## config.mk

```make
export PLATFORM = sky130hd
export DESIGN_NAME = basic_line_tokenizer_core_flat
export DESIGN_NICKNAME = d
export VERILOG_FILES = /design/src/hdl/blt_pkg.sv /design/src/hdl/blt_if.sv /design/src/hdl/blt_front.sv /design/src/hdl/blt_queue.sv /design/src/hdl/blt_back.sv /design/src/hdl/basic_line_tokenizer_core.sv /design/src/flat_wrapper.sv
export SDC_FILE = /design/constraint.sdc
export NUM_CORES = 1
export LEC_CHECK = 0
export BUFFER_PORTS_ARGS = -buffer_cell sky130_fd_sc_hd__buf_4
export CAP_MARGIN = 15
export CORE_MARGIN = 3
export CORE_UTILIZATION = 50
export CTS_BUF_LIST = sky130_fd_sc_hd__clkbuf_4 sky130_fd_sc_hd__clkbuf_8
export DETAILED_ROUTE_END_ITERATION = 16
export PLACE_DENSITY = 0.74
export SKIP_CTS_REPAIR_TIMING = 1
export SYNTH_ARGS = -nofsm -noshare
export SYNTH_HDL_FRONTEND = slang
export SYNTH_SLANG_ARGS = --single-unit
export TNS_END_PERCENT = 30
```

## constraint.sdc

```tcl
create_clock -name clock -period 9 [get_ports clock]
set_clock_uncertainty 0.05 [all_clocks]
set_input_delay 0 -clock clock [delete_from_list [all_inputs] [get_ports clock]]
set_output_delay 0 -clock clock [all_outputs]
set_load 0.005 [all_outputs]
```

## src/hdl/blt_pkg.sv

```systemverilog
// ---------------------------------------------------------------------------
// Basic line tokenizer package
// Shared result and bundle types, token kind codes and character constants.
// ---------------------------------------------------------------------------
package blt_pkg;

   // Most results that one input item can cause.
   localparam int MAX_RESULTS = 4;
   localparam int SLOT_W      = $clog2(MAX_RESULTS);
   localparam int COUNT_W     = $clog2(MAX_RESULTS + 1);

   // Depth of the bundle queue between front and back ends.
   localparam int QUEUE_DEPTH  = 4;
   localparam int QUEUE_PTR_W  = $clog2(QUEUE_DEPTH);
   localparam int QUEUE_FILL_W = $clog2(QUEUE_DEPTH + 1);

   // Token kind codes.
   localparam logic [4:0] KIND_END       = 5'd0;
   localparam logic [4:0] KIND_IDENT     = 5'd1;
   localparam logic [4:0] KIND_NUMBER    = 5'd2;
   localparam logic [4:0] KIND_STRING    = 5'd3;
   localparam logic [4:0] KIND_PLUS      = 5'd4;
   localparam logic [4:0] KIND_MINUS     = 5'd5;
   localparam logic [4:0] KIND_STAR      = 5'd6;
   localparam logic [4:0] KIND_SLASH     = 5'd7;
   localparam logic [4:0] KIND_LPAREN    = 5'd8;
   localparam logic [4:0] KIND_RPAREN    = 5'd9;
   localparam logic [4:0] KIND_EQUAL     = 5'd10;
   localparam logic [4:0] KIND_LESS      = 5'd11;
   localparam logic [4:0] KIND_GREATER   = 5'd12;
   localparam logic [4:0] KIND_LESS_EQ   = 5'd13;
   localparam logic [4:0] KIND_GREATER_EQ = 5'd14;
   localparam logic [4:0] KIND_NOT_EQUAL = 5'd15;
   localparam logic [4:0] KIND_COLON     = 5'd16;

   // Error codes.
   localparam logic [1:0] ERR_NONE        = 2'd0;
   localparam logic [1:0] ERR_UNEXPECTED  = 2'd1;
   localparam logic [1:0] ERR_UNTERM_STR  = 2'd2;

   // Character constants.
   localparam logic [7:0] CHR_APOS      = 8'h27;
   localparam logic [7:0] CHR_DQUOTE    = 8'h22;
   localparam logic [7:0] CHR_DOLLAR    = 8'h24;
   localparam logic [7:0] CHR_UNDERSCORE = 8'h5F;
   localparam logic [7:0] CHR_BACKSLASH = 8'h5C;
   localparam logic [7:0] CHR_LOWER_N   = 8'h6E;
   localparam logic [7:0] CHR_LOWER_T   = 8'h74;
   localparam logic [7:0] CHR_LF        = 8'h0A;
   localparam logic [7:0] CHR_TAB       = 8'h09;
   localparam logic [7:0] CHR_PLUS      = 8'h2B;
   localparam logic [7:0] CHR_MINUS     = 8'h2D;
   localparam logic [7:0] CHR_STAR      = 8'h2A;
   localparam logic [7:0] CHR_SLASH     = 8'h2F;
   localparam logic [7:0] CHR_LPAREN    = 8'h28;
   localparam logic [7:0] CHR_RPAREN    = 8'h29;
   localparam logic [7:0] CHR_EQUAL     = 8'h3D;
   localparam logic [7:0] CHR_COLON     = 8'h3A;
   localparam logic [7:0] CHR_LESS      = 8'h3C;
   localparam logic [7:0] CHR_GREATER   = 8'h3E;

   // One result item.
   typedef struct packed {
      logic [4:0] kind;
      logic [7:0] text_char;
      logic       char_valid;
      logic       token_done;
      logic [1:0] error;
      logic       last;
   } result_type;

   // All results caused by one input item.
   typedef struct packed {
      result_type [MAX_RESULTS-1:0] slot;
      logic [COUNT_W-1:0]           count;
   } bundle_type;

   // Queue status seen by the front and back ends.
   typedef struct packed {
      logic full;
      logic empty;
   } queue_stat_type;

endpackage

```

## src/hdl/blt_if.sv

```systemverilog
// ---------------------------------------------------------------------------
// Basic line tokenizer channels
// Valid/ready channels for source characters and token results.
// ---------------------------------------------------------------------------
interface blt_req_if;
   logic       valid;
   logic       ready;
   logic [7:0] ch;
   logic       has_char;
   logic       line_end;

   modport source (output valid, ch, has_char, line_end, input ready);
   modport sink   (input valid, ch, has_char, line_end, output ready);
endinterface

interface blt_rsp_if;
   logic       valid;
   logic       ready;
   logic [4:0] kind;
   logic [7:0] text_char;
   logic       char_valid;
   logic       token_done;
   logic [1:0] error;
   logic       last;

   modport source (output valid, kind, text_char, char_valid, token_done, error, last,
                   input ready);
   modport sink   (input valid, kind, text_char, char_valid, token_done, error, last,
                   output ready);
endinterface

```

## src/hdl/blt_front.sv

```systemverilog
// ---------------------------------------------------------------------------
// Basic line tokenizer front end
// Accepts one character item per cycle while the queue is not full, runs the
// lexer state and builds the bundle of results that the item causes.
// ---------------------------------------------------------------------------
module blt_front (
   input  logic                    clock,
   input  logic                    reset,
   blt_req_if.sink                 req_link,
   input  blt_pkg::queue_stat_type q_stat,
   output logic                    push,
   output blt_pkg::bundle_type     push_bundle
);

   typedef enum logic [3:0] {
      MODE_IDLE,
      MODE_IDENT,
      MODE_NUMBER,
      MODE_STRING,
      MODE_ESCAPE,
      MODE_LESS,
      MODE_GREATER,
      MODE_DISCARD
   } lex_mode_type;

   lex_mode_type        mode_ff;
   lex_mode_type        mode_in;
   blt_pkg::bundle_type bundle;
   logic                xfer;

   function automatic logic is_alpha(input logic [7:0] c);
      return c inside {[8'h41:8'h5A], [8'h61:8'h7A]};
   endfunction

   function automatic logic is_digit(input logic [7:0] c);
      return c inside {[8'h30:8'h39]};
   endfunction

   function automatic logic is_space(input logic [7:0] c);
      return c inside {8'h20, [8'h09:8'h0D]};
   endfunction

   function automatic logic [7:0] to_upper(input logic [7:0] c);
      return (c inside {[8'h61:8'h7A]}) ? (c - 8'h20) : c;
   endfunction

   // Appends one result to a bundle.
   function automatic blt_pkg::bundle_type put_res(
      input blt_pkg::bundle_type b,
      input logic [4:0]          kind,
      input logic [7:0]          chr,
      input logic                valid,
      input logic                done,
      input logic [1:0]          err
   );
      blt_pkg::bundle_type r;
      r = b;
      if (b.count < blt_pkg::COUNT_W'(blt_pkg::MAX_RESULTS)) begin
         r.slot[b.count[blt_pkg::SLOT_W-1:0]] = '{kind, chr, valid, done, err, 1'b0};
         r.count = b.count + 1'b1;
      end
      return r;
   endfunction

   assign req_link.ready = !q_stat.full;
   assign xfer           = req_link.valid && req_link.ready;

   // Lexer step: feed the character, then close the line if asked.
   always_comb begin
      logic [7:0] c;
      logic       restart;
      c       = req_link.ch;
      restart = 1'b0;
      mode_in = mode_ff;
      bundle  = '0;

      if (req_link.has_char) begin
         case (mode_ff)
            MODE_IDENT: begin
               if (is_alpha(c) || is_digit(c) || c == blt_pkg::CHR_UNDERSCORE ||
                   c == blt_pkg::CHR_DOLLAR) begin
                  bundle = put_res(bundle, blt_pkg::KIND_IDENT, to_upper(c), 1'b1, 1'b0,
                                   blt_pkg::ERR_NONE);
               end else begin
                  bundle  = put_res(bundle, blt_pkg::KIND_IDENT, 8'h00, 1'b0, 1'b1,
                                    blt_pkg::ERR_NONE);
                  restart = 1'b1;
               end
            end
            MODE_NUMBER: begin
               if (is_digit(c)) begin
                  bundle = put_res(bundle, blt_pkg::KIND_NUMBER, c, 1'b1, 1'b0,
                                   blt_pkg::ERR_NONE);
               end else begin
                  bundle  = put_res(bundle, blt_pkg::KIND_NUMBER, 8'h00, 1'b0, 1'b1,
                                    blt_pkg::ERR_NONE);
                  restart = 1'b1;
               end
            end
            MODE_STRING: begin
               if (c == blt_pkg::CHR_DQUOTE) begin
                  bundle  = put_res(bundle, blt_pkg::KIND_STRING, 8'h00, 1'b0, 1'b1,
                                    blt_pkg::ERR_NONE);
                  mode_in = MODE_IDLE;
               end else if (c == blt_pkg::CHR_BACKSLASH) begin
                  mode_in = MODE_ESCAPE;
               end else begin
                  bundle = put_res(bundle, blt_pkg::KIND_STRING, c, 1'b1, 1'b0,
                                   blt_pkg::ERR_NONE);
               end
            end
            MODE_ESCAPE: begin
               bundle  = put_res(bundle, blt_pkg::KIND_STRING,
                                 (c == blt_pkg::CHR_LOWER_N) ? blt_pkg::CHR_LF :
                                 (c == blt_pkg::CHR_LOWER_T) ? blt_pkg::CHR_TAB : c,
                                 1'b1, 1'b0, blt_pkg::ERR_NONE);
               mode_in = MODE_STRING;
            end
            MODE_LESS: begin
               mode_in = MODE_IDLE;
               if (c == blt_pkg::CHR_EQUAL) begin
                  bundle = put_res(bundle, blt_pkg::KIND_LESS_EQ, 8'h00, 1'b0, 1'b1,
                                   blt_pkg::ERR_NONE);
               end else if (c == blt_pkg::CHR_GREATER) begin
                  bundle = put_res(bundle, blt_pkg::KIND_NOT_EQUAL, 8'h00, 1'b0, 1'b1,
                                   blt_pkg::ERR_NONE);
               end else begin
                  bundle  = put_res(bundle, blt_pkg::KIND_LESS, 8'h00, 1'b0, 1'b1,
                                    blt_pkg::ERR_NONE);
                  restart = 1'b1;
               end
            end
            MODE_GREATER: begin
               mode_in = MODE_IDLE;
               if (c == blt_pkg::CHR_EQUAL) begin
                  bundle = put_res(bundle, blt_pkg::KIND_GREATER_EQ, 8'h00, 1'b0, 1'b1,
                                   blt_pkg::ERR_NONE);
               end else begin
                  bundle  = put_res(bundle, blt_pkg::KIND_GREATER, 8'h00, 1'b0, 1'b1,
                                    blt_pkg::ERR_NONE);
                  restart = 1'b1;
               end
            end
            MODE_DISCARD: begin
               mode_in = MODE_DISCARD;
            end
            default: begin
               restart = 1'b1;
            end
         endcase

         // Start of a new token.
         if (restart) begin
            mode_in = MODE_IDLE;
            if (is_space(c)) begin
               mode_in = MODE_IDLE;
            end else if (c == blt_pkg::CHR_APOS) begin
               mode_in = MODE_DISCARD;
            end else if (is_alpha(c) || c == blt_pkg::CHR_UNDERSCORE) begin
               bundle  = put_res(bundle, blt_pkg::KIND_IDENT, to_upper(c), 1'b1, 1'b0,
                                 blt_pkg::ERR_NONE);
               mode_in = MODE_IDENT;
            end else if (is_digit(c)) begin
               bundle  = put_res(bundle, blt_pkg::KIND_NUMBER, c, 1'b1, 1'b0,
                                 blt_pkg::ERR_NONE);
               mode_in = MODE_NUMBER;
            end else begin
               case (c)
                  blt_pkg::CHR_DQUOTE:  mode_in = MODE_STRING;
                  blt_pkg::CHR_LESS:    mode_in = MODE_LESS;
                  blt_pkg::CHR_GREATER: mode_in = MODE_GREATER;
                  blt_pkg::CHR_PLUS: begin
                     bundle = put_res(bundle, blt_pkg::KIND_PLUS, 8'h00, 1'b0, 1'b1,
                                      blt_pkg::ERR_NONE);
                  end
                  blt_pkg::CHR_MINUS: begin
                     bundle = put_res(bundle, blt_pkg::KIND_MINUS, 8'h00, 1'b0, 1'b1,
                                      blt_pkg::ERR_NONE);
                  end
                  blt_pkg::CHR_STAR: begin
                     bundle = put_res(bundle, blt_pkg::KIND_STAR, 8'h00, 1'b0, 1'b1,
                                      blt_pkg::ERR_NONE);
                  end
                  blt_pkg::CHR_SLASH: begin
                     bundle = put_res(bundle, blt_pkg::KIND_SLASH, 8'h00, 1'b0, 1'b1,
                                      blt_pkg::ERR_NONE);
                  end
                  blt_pkg::CHR_LPAREN: begin
                     bundle = put_res(bundle, blt_pkg::KIND_LPAREN, 8'h00, 1'b0, 1'b1,
                                      blt_pkg::ERR_NONE);
                  end
                  blt_pkg::CHR_RPAREN: begin
                     bundle = put_res(bundle, blt_pkg::KIND_RPAREN, 8'h00, 1'b0, 1'b1,
                                      blt_pkg::ERR_NONE);
                  end
                  blt_pkg::CHR_EQUAL: begin
                     bundle = put_res(bundle, blt_pkg::KIND_EQUAL, 8'h00, 1'b0, 1'b1,
                                      blt_pkg::ERR_NONE);
                  end
                  blt_pkg::CHR_COLON: begin
                     bundle = put_res(bundle, blt_pkg::KIND_COLON, 8'h00, 1'b0, 1'b1,
                                      blt_pkg::ERR_NONE);
                  end
                  default: begin
                     bundle  = put_res(bundle, blt_pkg::KIND_END, 8'h00, 1'b0, 1'b0,
                                       blt_pkg::ERR_UNEXPECTED);
                     mode_in = MODE_DISCARD;
                  end
               endcase
            end
         end
      end

      // Line end closes open tokens, flags an open string and emits End.
      if (req_link.line_end) begin
         case (mode_in)
            MODE_IDENT: begin
               bundle = put_res(bundle, blt_pkg::KIND_IDENT, 8'h00, 1'b0, 1'b1,
                                blt_pkg::ERR_NONE);
            end
            MODE_NUMBER: begin
               bundle = put_res(bundle, blt_pkg::KIND_NUMBER, 8'h00, 1'b0, 1'b1,
                                blt_pkg::ERR_NONE);
            end
            MODE_LESS: begin
               bundle = put_res(bundle, blt_pkg::KIND_LESS, 8'h00, 1'b0, 1'b1,
                                blt_pkg::ERR_NONE);
            end
            MODE_GREATER: begin
               bundle = put_res(bundle, blt_pkg::KIND_GREATER, 8'h00, 1'b0, 1'b1,
                                blt_pkg::ERR_NONE);
            end
            MODE_ESCAPE: begin
               bundle = put_res(bundle, blt_pkg::KIND_STRING, blt_pkg::CHR_BACKSLASH, 1'b1,
                                1'b0, blt_pkg::ERR_NONE);
               bundle = put_res(bundle, blt_pkg::KIND_END, 8'h00, 1'b0, 1'b0,
                                blt_pkg::ERR_UNTERM_STR);
            end
            MODE_STRING: begin
               bundle = put_res(bundle, blt_pkg::KIND_END, 8'h00, 1'b0, 1'b0,
                                blt_pkg::ERR_UNTERM_STR);
            end
            default: begin
            end
         endcase
         bundle  = put_res(bundle, blt_pkg::KIND_END, 8'h00, 1'b0, 1'b1, blt_pkg::ERR_NONE);
         mode_in = MODE_IDLE;
      end

      // Mark the final result of this item.
      if (bundle.count != '0) begin
         bundle.slot[blt_pkg::SLOT_W'(bundle.count - 1'b1)].last = 1'b1;
      end
   end

   assign push        = xfer && (bundle.count != '0);
   assign push_bundle = bundle;

   // Lexer mode register.
   always_ff @(posedge clock) begin
      if (reset) begin
         mode_ff <= MODE_IDLE;
      end else if (xfer) begin
         mode_ff <= mode_in;
      end
   end

endmodule

```

## src/hdl/blt_queue.sv

```systemverilog
// ---------------------------------------------------------------------------
// Basic line tokenizer bundle queue
// Short first-in first-out queue of result bundles between front and back.
// ---------------------------------------------------------------------------
module blt_queue (
   input  logic                    clock,
   input  logic                    reset,
   input  logic                    push,
   input  blt_pkg::bundle_type     push_bundle,
   input  logic                    pop,
   output blt_pkg::bundle_type     head,
   output blt_pkg::queue_stat_type q_stat
);

   blt_pkg::bundle_type             entry_ff [blt_pkg::QUEUE_DEPTH];
   logic [blt_pkg::QUEUE_PTR_W-1:0]  wr_ptr_ff;
   logic [blt_pkg::QUEUE_PTR_W-1:0]  rd_ptr_ff;
   logic [blt_pkg::QUEUE_FILL_W-1:0] fill_ff;
   logic                             do_push;
   logic                             do_pop;

   assign q_stat.full  = (fill_ff == blt_pkg::QUEUE_FILL_W'(blt_pkg::QUEUE_DEPTH));
   assign q_stat.empty = (fill_ff == '0);
   assign do_push      = push && !q_stat.full;
   assign do_pop       = pop && !q_stat.empty;
   assign head         = entry_ff[rd_ptr_ff];

   // Entry storage.
   always_ff @(posedge clock) begin
      if (do_push) begin
         entry_ff[wr_ptr_ff] <= push_bundle;
      end
   end

   // Pointers and fill level.
   always_ff @(posedge clock) begin
      if (reset) begin
         wr_ptr_ff <= '0;
         rd_ptr_ff <= '0;
         fill_ff   <= '0;
      end else begin
         if (do_push) begin
            wr_ptr_ff <= wr_ptr_ff + 1'b1;
         end
         if (do_pop) begin
            rd_ptr_ff <= rd_ptr_ff + 1'b1;
         end
         if (do_push && !do_pop) begin
            fill_ff <= fill_ff + 1'b1;
         end else if (do_pop && !do_push) begin
            fill_ff <= fill_ff - 1'b1;
         end
      end
   end

endmodule

```

## src/hdl/blt_back.sv

```systemverilog
// ---------------------------------------------------------------------------
// Basic line tokenizer back end
// Walks the head bundle one result at a time into the output register.
// ---------------------------------------------------------------------------
module blt_back (
   input  logic                    clock,
   input  logic                    reset,
   input  blt_pkg::bundle_type     head,
   input  blt_pkg::queue_stat_type q_stat,
   output logic                    pop,
   blt_rsp_if.source               rsp_link
);

   logic [blt_pkg::SLOT_W-1:0] idx_ff;
   logic                       rsp_valid_ff;
   blt_pkg::result_type        rsp_ff;
   logic                       load;
   logic                       final_slot;

   // The output register takes a new result when empty or being drained.
   assign load       = (!rsp_valid_ff || rsp_link.ready) && !q_stat.empty;
   assign final_slot = ({1'b0, idx_ff} == (head.count - 1'b1));
   assign pop        = load && final_slot;

   always_ff @(posedge clock) begin
      if (reset) begin
         idx_ff       <= '0;
         rsp_valid_ff <= 1'b0;
      end else begin
         if (load) begin
            rsp_valid_ff <= 1'b1;
            idx_ff       <= final_slot ? '0 : idx_ff + 1'b1;
         end else if (rsp_link.ready) begin
            rsp_valid_ff <= 1'b0;
         end
      end
   end

   // Result payload.
   always_ff @(posedge clock) begin
      if (load) begin
         rsp_ff <= head.slot[idx_ff];
      end
   end

   assign rsp_link.valid      = rsp_valid_ff;
   assign rsp_link.kind       = rsp_ff.kind;
   assign rsp_link.text_char  = rsp_ff.text_char;
   assign rsp_link.char_valid = rsp_ff.char_valid;
   assign rsp_link.token_done = rsp_ff.token_done;
   assign rsp_link.error      = rsp_ff.error;
   assign rsp_link.last       = rsp_ff.last;

endmodule

```

## src/hdl/basic_line_tokenizer_core.sv

```systemverilog
// ---------------------------------------------------------------------------
// Basic line tokenizer core
// Streaming tokenizer for one source line, one character per input transfer.
// ---------------------------------------------------------------------------
// The block takes one character item per clock while the queue has room, and
// sends one token result per clock while the receiver is ready. An item is
// classified in the cycle it is accepted; its results (zero to four) go into a
// four-entry bundle queue, and the back end presents them from an output
// register, so an item's first result passes through a queue entry and the
// output register. Items with at most one result flow at one per cycle when
// nothing stalls; an item with several results holds the output for each in
// turn, and the queue absorbs such bursts. A line_end item closes the line
// with an End result; after an error result the rest of the line is discarded.
module basic_line_tokenizer_core (
   input  logic      clock,
   input  logic      reset,
   blt_req_if.sink   req_link,
   blt_rsp_if.source rsp_link
);

   blt_pkg::queue_stat_type q_stat;
   blt_pkg::bundle_type     push_bundle;
   blt_pkg::bundle_type     head;
   logic                    push;
   logic                    pop;

   // Character classification and lexer state.
   blt_front u_front (
      .clock       (clock),
      .reset       (reset),
      .req_link    (req_link),
      .q_stat      (q_stat),
      .push        (push),
      .push_bundle (push_bundle)
   );

   // Decoupling queue.
   blt_queue u_queue (
      .clock       (clock),
      .reset       (reset),
      .push        (push),
      .push_bundle (push_bundle),
      .pop         (pop),
      .head        (head),
      .q_stat      (q_stat)
   );

   // Result sequencing.
   blt_back u_back (
      .clock    (clock),
      .reset    (reset),
      .head     (head),
      .q_stat   (q_stat),
      .pop      (pop),
      .rsp_link (rsp_link)
   );

endmodule
```

## src/flat_wrapper.sv

```systemverilog
// flat-port wrapper written by rule: the top's interface ports become plain ports
module basic_line_tokenizer_core_flat 
  (clock, reset, req_link_valid, req_link_ch, req_link_has_char, req_link_line_end, req_link_ready, rsp_link_valid, rsp_link_kind, rsp_link_text_char, rsp_link_char_valid, rsp_link_token_done, rsp_link_error, rsp_link_last, rsp_link_ready);
  blt_req_if req_link_i ();
  blt_rsp_if rsp_link_i ();
  input  logic clock;
  input  logic reset;
  input wire logic [$bits(req_link_i.valid)-1:0] req_link_valid;
  input wire logic [$bits(req_link_i.ch)-1:0] req_link_ch;
  input wire logic [$bits(req_link_i.has_char)-1:0] req_link_has_char;
  input wire logic [$bits(req_link_i.line_end)-1:0] req_link_line_end;
  output wire logic [$bits(req_link_i.ready)-1:0] req_link_ready;
  output wire logic [$bits(rsp_link_i.valid)-1:0] rsp_link_valid;
  output wire logic [$bits(rsp_link_i.kind)-1:0] rsp_link_kind;
  output wire logic [$bits(rsp_link_i.text_char)-1:0] rsp_link_text_char;
  output wire logic [$bits(rsp_link_i.char_valid)-1:0] rsp_link_char_valid;
  output wire logic [$bits(rsp_link_i.token_done)-1:0] rsp_link_token_done;
  output wire logic [$bits(rsp_link_i.error)-1:0] rsp_link_error;
  output wire logic [$bits(rsp_link_i.last)-1:0] rsp_link_last;
  input wire logic [$bits(rsp_link_i.ready)-1:0] rsp_link_ready;
  assign req_link_i.valid = req_link_valid;
  assign req_link_i.ch = req_link_ch;
  assign req_link_i.has_char = req_link_has_char;
  assign req_link_i.line_end = req_link_line_end;
  assign req_link_ready = req_link_i.ready;
  assign rsp_link_valid = rsp_link_i.valid;
  assign rsp_link_kind = rsp_link_i.kind;
  assign rsp_link_text_char = rsp_link_i.text_char;
  assign rsp_link_char_valid = rsp_link_i.char_valid;
  assign rsp_link_token_done = rsp_link_i.token_done;
  assign rsp_link_error = rsp_link_i.error;
  assign rsp_link_last = rsp_link_i.last;
  assign rsp_link_i.ready = rsp_link_ready;
  basic_line_tokenizer_core u_core (.clock(clock), .reset(reset), .req_link(req_link_i), .rsp_link(rsp_link_i));
endmodule
```

==> impl_metrics.csv <==
group,metric,value,unit
outcome,run_status,"finished, violations left",
outcome,violations,"hold timing",
grt,overflow,0,
timing,slew_headroom,22.5,%
grt,grt_pass1_vias,7664,
route,met1_length,12300,um
route,drt_wl_total,27500,um
clock_network,root_buffer,"clkbuf_8",
synth,syn_avg_cell_area,14.0,um2
pwr,combPwrFrac,26.5,%
setup_path,cp-start-kind,"register",
setup_path,cp_slowest_cell,"and2_2",
route,drtAntennaViolNets,0,
setup_path,cp-startpoint,"u_core.u_front.mode_ff[0]",
synth,synthMuxAreaShare,13.0,%
timing,fin_crit_sh,73.0,%
synth,synth_xor_area_share,0.779,%
clock_network,htree_levels,2,
synth,syn_area,12400,um2
placement,gp_congestion,0.947,
setup_path,cp.buffers_inverters,2,
finish,area_growth_syn_to_layout,11.4,%
synth,synth_nets,919,
timing,drv_slew,0,
grt,track_usage,21.1,%
synth,synthAdderAreaFrac,2.19,%
clock_network,clk_pin_slew_worst_paths,50,ps
synth,ys.flop_type,"edfxtp_1",
clock_network,cts.sinks,254,
die,die_h,163,um
timing,fmax,152,MHz
timing,rsz0062_at_grt,"no",
synth,synth.distinct_cells,91,
setup_path,crit_chain,"nor2b_1, nand2_1, a311oi_1, a2111oi_4, nor2b_1, nand3_1, nor2b_1, inv_1, ha_1, nor3_1, a21oi_1, a22o_1, or2_2, ha_1, nor3_2, a211oi_4, and2_2, buf_4",
setup_path,worst_path_most_repeated_cell,"nor2b_1",
clock_network,clockBufferDepth,3,
pwr,p_sw_share,28.5,%
synth,ys_seq_elements,254,
die,rows,56,
setup_path,worst-path-max-fanout,35,
placement,dp_cells,1191,
pwr,clock_power_share,28.7,%
finish,fin_cells,1267,
setup_path,max_stage_delay,820,ps
timing,worstMarginPinSlew,1160,ps
die,pin_count,34,
die,dieArea,26700,um2
setup_path,cp.depth,18,
die,initial_utilization,51.8,%
setup_path,critical_path.endpoint_type,"register",
pwr,power_switching,1.03,mW
synth,yosys.area_share.simple,10.5,%
min_path,min_path_cells,4,
finish,fin_area,13800,um2
pwr,p_leak,4.70,nW
finish,nets,955,
grt,grt_max_degree,56,
route,viasPerCell,6.16,
route,wl_met3,1850,um
timing,finalCriticalPeriod,6570,ps
route,routed-wl-met2,12800,um
route,vias,7801,
finish,diodes,0,
synth,netlist_instances,884,
timing,hold_ws,-0.448,ps
synth,synth_warnings,0,
clock_network,tritoncts,"yes",
die,core_area,23900,um2
synth,synth_enable_flop_cells,238,
route,drt_iter0_drc,735,
min_path,hp-start,"req_link_line_end",
clock_network,cts_buffers,42,
finish,utilization,57.7,%
setup_path,r2r_start,"u_core.u_front.mode_ff[0]",
pwr,power_frac_seq,44.8,%
placement,place_area,12900,um2
finish,layout-drive-gt1-share,22.9,%
setup_path,crit_type,"register to register",
synth,synth.yosys.seq_area_share,60.4,%
pwr,ir_drop,0.133,mV
timing,setup_tns,0,ps
timing,hold_viol_final,1,
grt,grt_pass1_wl,43800,um
synth,synth_top_family_by_area,"multiplexers",
setup_path,arrival,6700,ps
route,avgRoutedWirePerCell,21.7,um
route,drt_first_pass_iters,6,
timing,setup_viol,0,
route,highest_layer,"met4",
route,drc_errors,0,
placement,io_buffer_count,33,
pwr,p_int,2.58,mW
pwr,power.density,261,nW/um2
setup_path,required,9130,ps
grt,antenna_found_initial,0,
setup_path,crit_family,"simple AND/OR/NAND/NOR gates",
clock_network,insertion_delay,540,ps
min_path,min_path_type,"input pin to register",
die,die_w,163,um
synth,ys_async_sr_fraction,0,%
flow_run,drv_cap,0,
setup_path,r2r_cells,18,
synth,synth_compound_area_share,10.6,%
placement,dp_hpwl,18200,um
==> metrics by stage <==
| stage | total power [mW] | setup slack (ps) |
|---|---|---|
| 2_1_floorplan | 2.30 | 3100 |
| 3_3_place_gp | 2.57 | 2680 |
| 3_5_place_dp | 2.60 | 2430 |
| 4_1_cts | 3.63 | 2390 |
| 5_1_grt | 3.79 | 1890 |
| 6_report | 3.60 | 2430 |
==> per-layer routing <==
layer  global-route usage [%]  vias up
met1                     31.6     3877
met2                     32.7      325
met5                        0        -
met3                     3.22       52
li1                         -     3547
met4                     5.46        0
==> worst paths after layout <==
check,end,slack (ps)
setup / recovery,u_core.u_queue.entry_ff[2][8],2430
hold reg to reg,u_core.u_queue.wr_ptr_ff[1],470
hold / removal,u_core.u_front.mode_ff[0],-0.4
setup reg to reg,u_core.u_queue.entry_ff[2][8],2430
==> sequential cells by signal, indices dropped and copies added, names as in the netlist, named ones only <==
| name | flops |
|---|---|
| u_core.u_back.rsp_link.last | 1 |
| u_core.u_back.rsp_link.char_valid | 1 |
| u_core.u_back.rsp_link.kind | 5 |
| u_core.u_back.rsp_link.token_done | 1 |
| u_core.u_queue.entry_ff | 220 |
| u_core.u_back.idx_ff | 2 |
| u_core.u_queue.rd_ptr_ff | 2 |
| u_core.u_queue.fill_ff | 3 |
| u_core.u_front.mode_ff | 4 |
| u_core.u_back.rsp_link.error | 2 |
| u_core.u_back.rsp_link.text_char | 8 |
| u_core.u_queue.wr_ptr_ff | 2 |
| u_core.u_back.rsp_link.valid | 1 |
==> layout make-up <==
cell class / instances / area [um2]
Clock inverter: 10 / 129
Sequential cell: 254 / 7470
Inverter: 29 / 109
Clock buffer: 62 / 734
Tap cell: 319 / 399
Multi-Input combinational cell: 547 / 4580
Fill cell: 1871 / 10100
Timing Repair Buffer: 46 / 355
==> synth_stat cells (4+ instances only) <==
cell,count,share of area [%]
nand2b_1,14,0.71
and3_1,9,0.46
nor4_1,4,0.20
xnor2_1,6,0.42
mux4_2,62,11
and2_1,10,0.51
buf_1,13,0.39
nor3b_1,4,0.24
inv_1,27,0.82
o22ai_1,4,0.20
dfxtp_1,16,2.6
a211oi_1,4,0.24
nand4_1,6,0.30
o21ai_0,32,1.3
nor2_1,73,2.2
nor2b_1,9,0.46
ha_1,20,2.0
mux2i_1,13,1.1
nand2_1,55,1.7
or2_2,6,0.30
a21oi_1,53,2.1
o211ai_1,7,0.42
edfxtp_1,238,58
a22o_1,5,0.35
nor3_1,22,0.89
o41ai_1,4,0.28
clkbuf_1,37,1.1
a31oi_1,8,0.40
a311oi_1,4,0.28
xor2_1,5,0.35
a22oi_1,11,0.67
nand3_1,13,0.53
==> worst register-to-register path, cell delays in order (launching register included) <==
cell       delay, ps
dfxtp_1          730
nor2b_1          360
nand2_1          140
a311oi_1         460
a2111oi_4        160
nor2b_1          230
nand3_1          240
nor2b_1          380
inv_1            200
ha_1             320
nor3_1           230
a21oi_1           70
a22o_1           250
or2_2            320
ha_1             320
nor3_2            60
a211oi_4         400
and2_2           820
buf_4            470
==> cells in the final DEF (no fill, tap or decap), types with 14 or more instances in the layout <==
cell	count
a21oi_1	52
nand2_1	55
o21ai_0	32
mux4_2	62
nor2_1	73
clkbuf_8	43
buf_4	42
inv_1	27
clkbuf_4	19
dfxtp_1	14
nand2b_1	14
ha_1	20
edfxtp_1	238
nor3_1	22
==> power by group through the flow <==
stage	logic (mW)	registers, mW	clock network [mW]
6_report	0.953	1.62	1.03
3_5_place_dp	0.957	1.64	0
4_1_cts	0.958	1.62	1.05
2_1_floorplan	0.705	1.59	0
3_3_place_gp	0.940	1.63	0
5_1_grt	1.04	1.63	1.11
==> cell families (layout without fill, tap and decap cells) <==
logic type               after synthesis  count (layout)
adder cells (fa/ha/maj)               21              21
buffers and inverters                 83             147
AO/OA/AOI/OAI                        183             183
multiplexers                          80              80
XOR/XNOR                              11              11
AND/OR/NAND/NOR                      252             252
flip-flops                           254             254
Note: power is estimated with default switching activity, not from simulation.
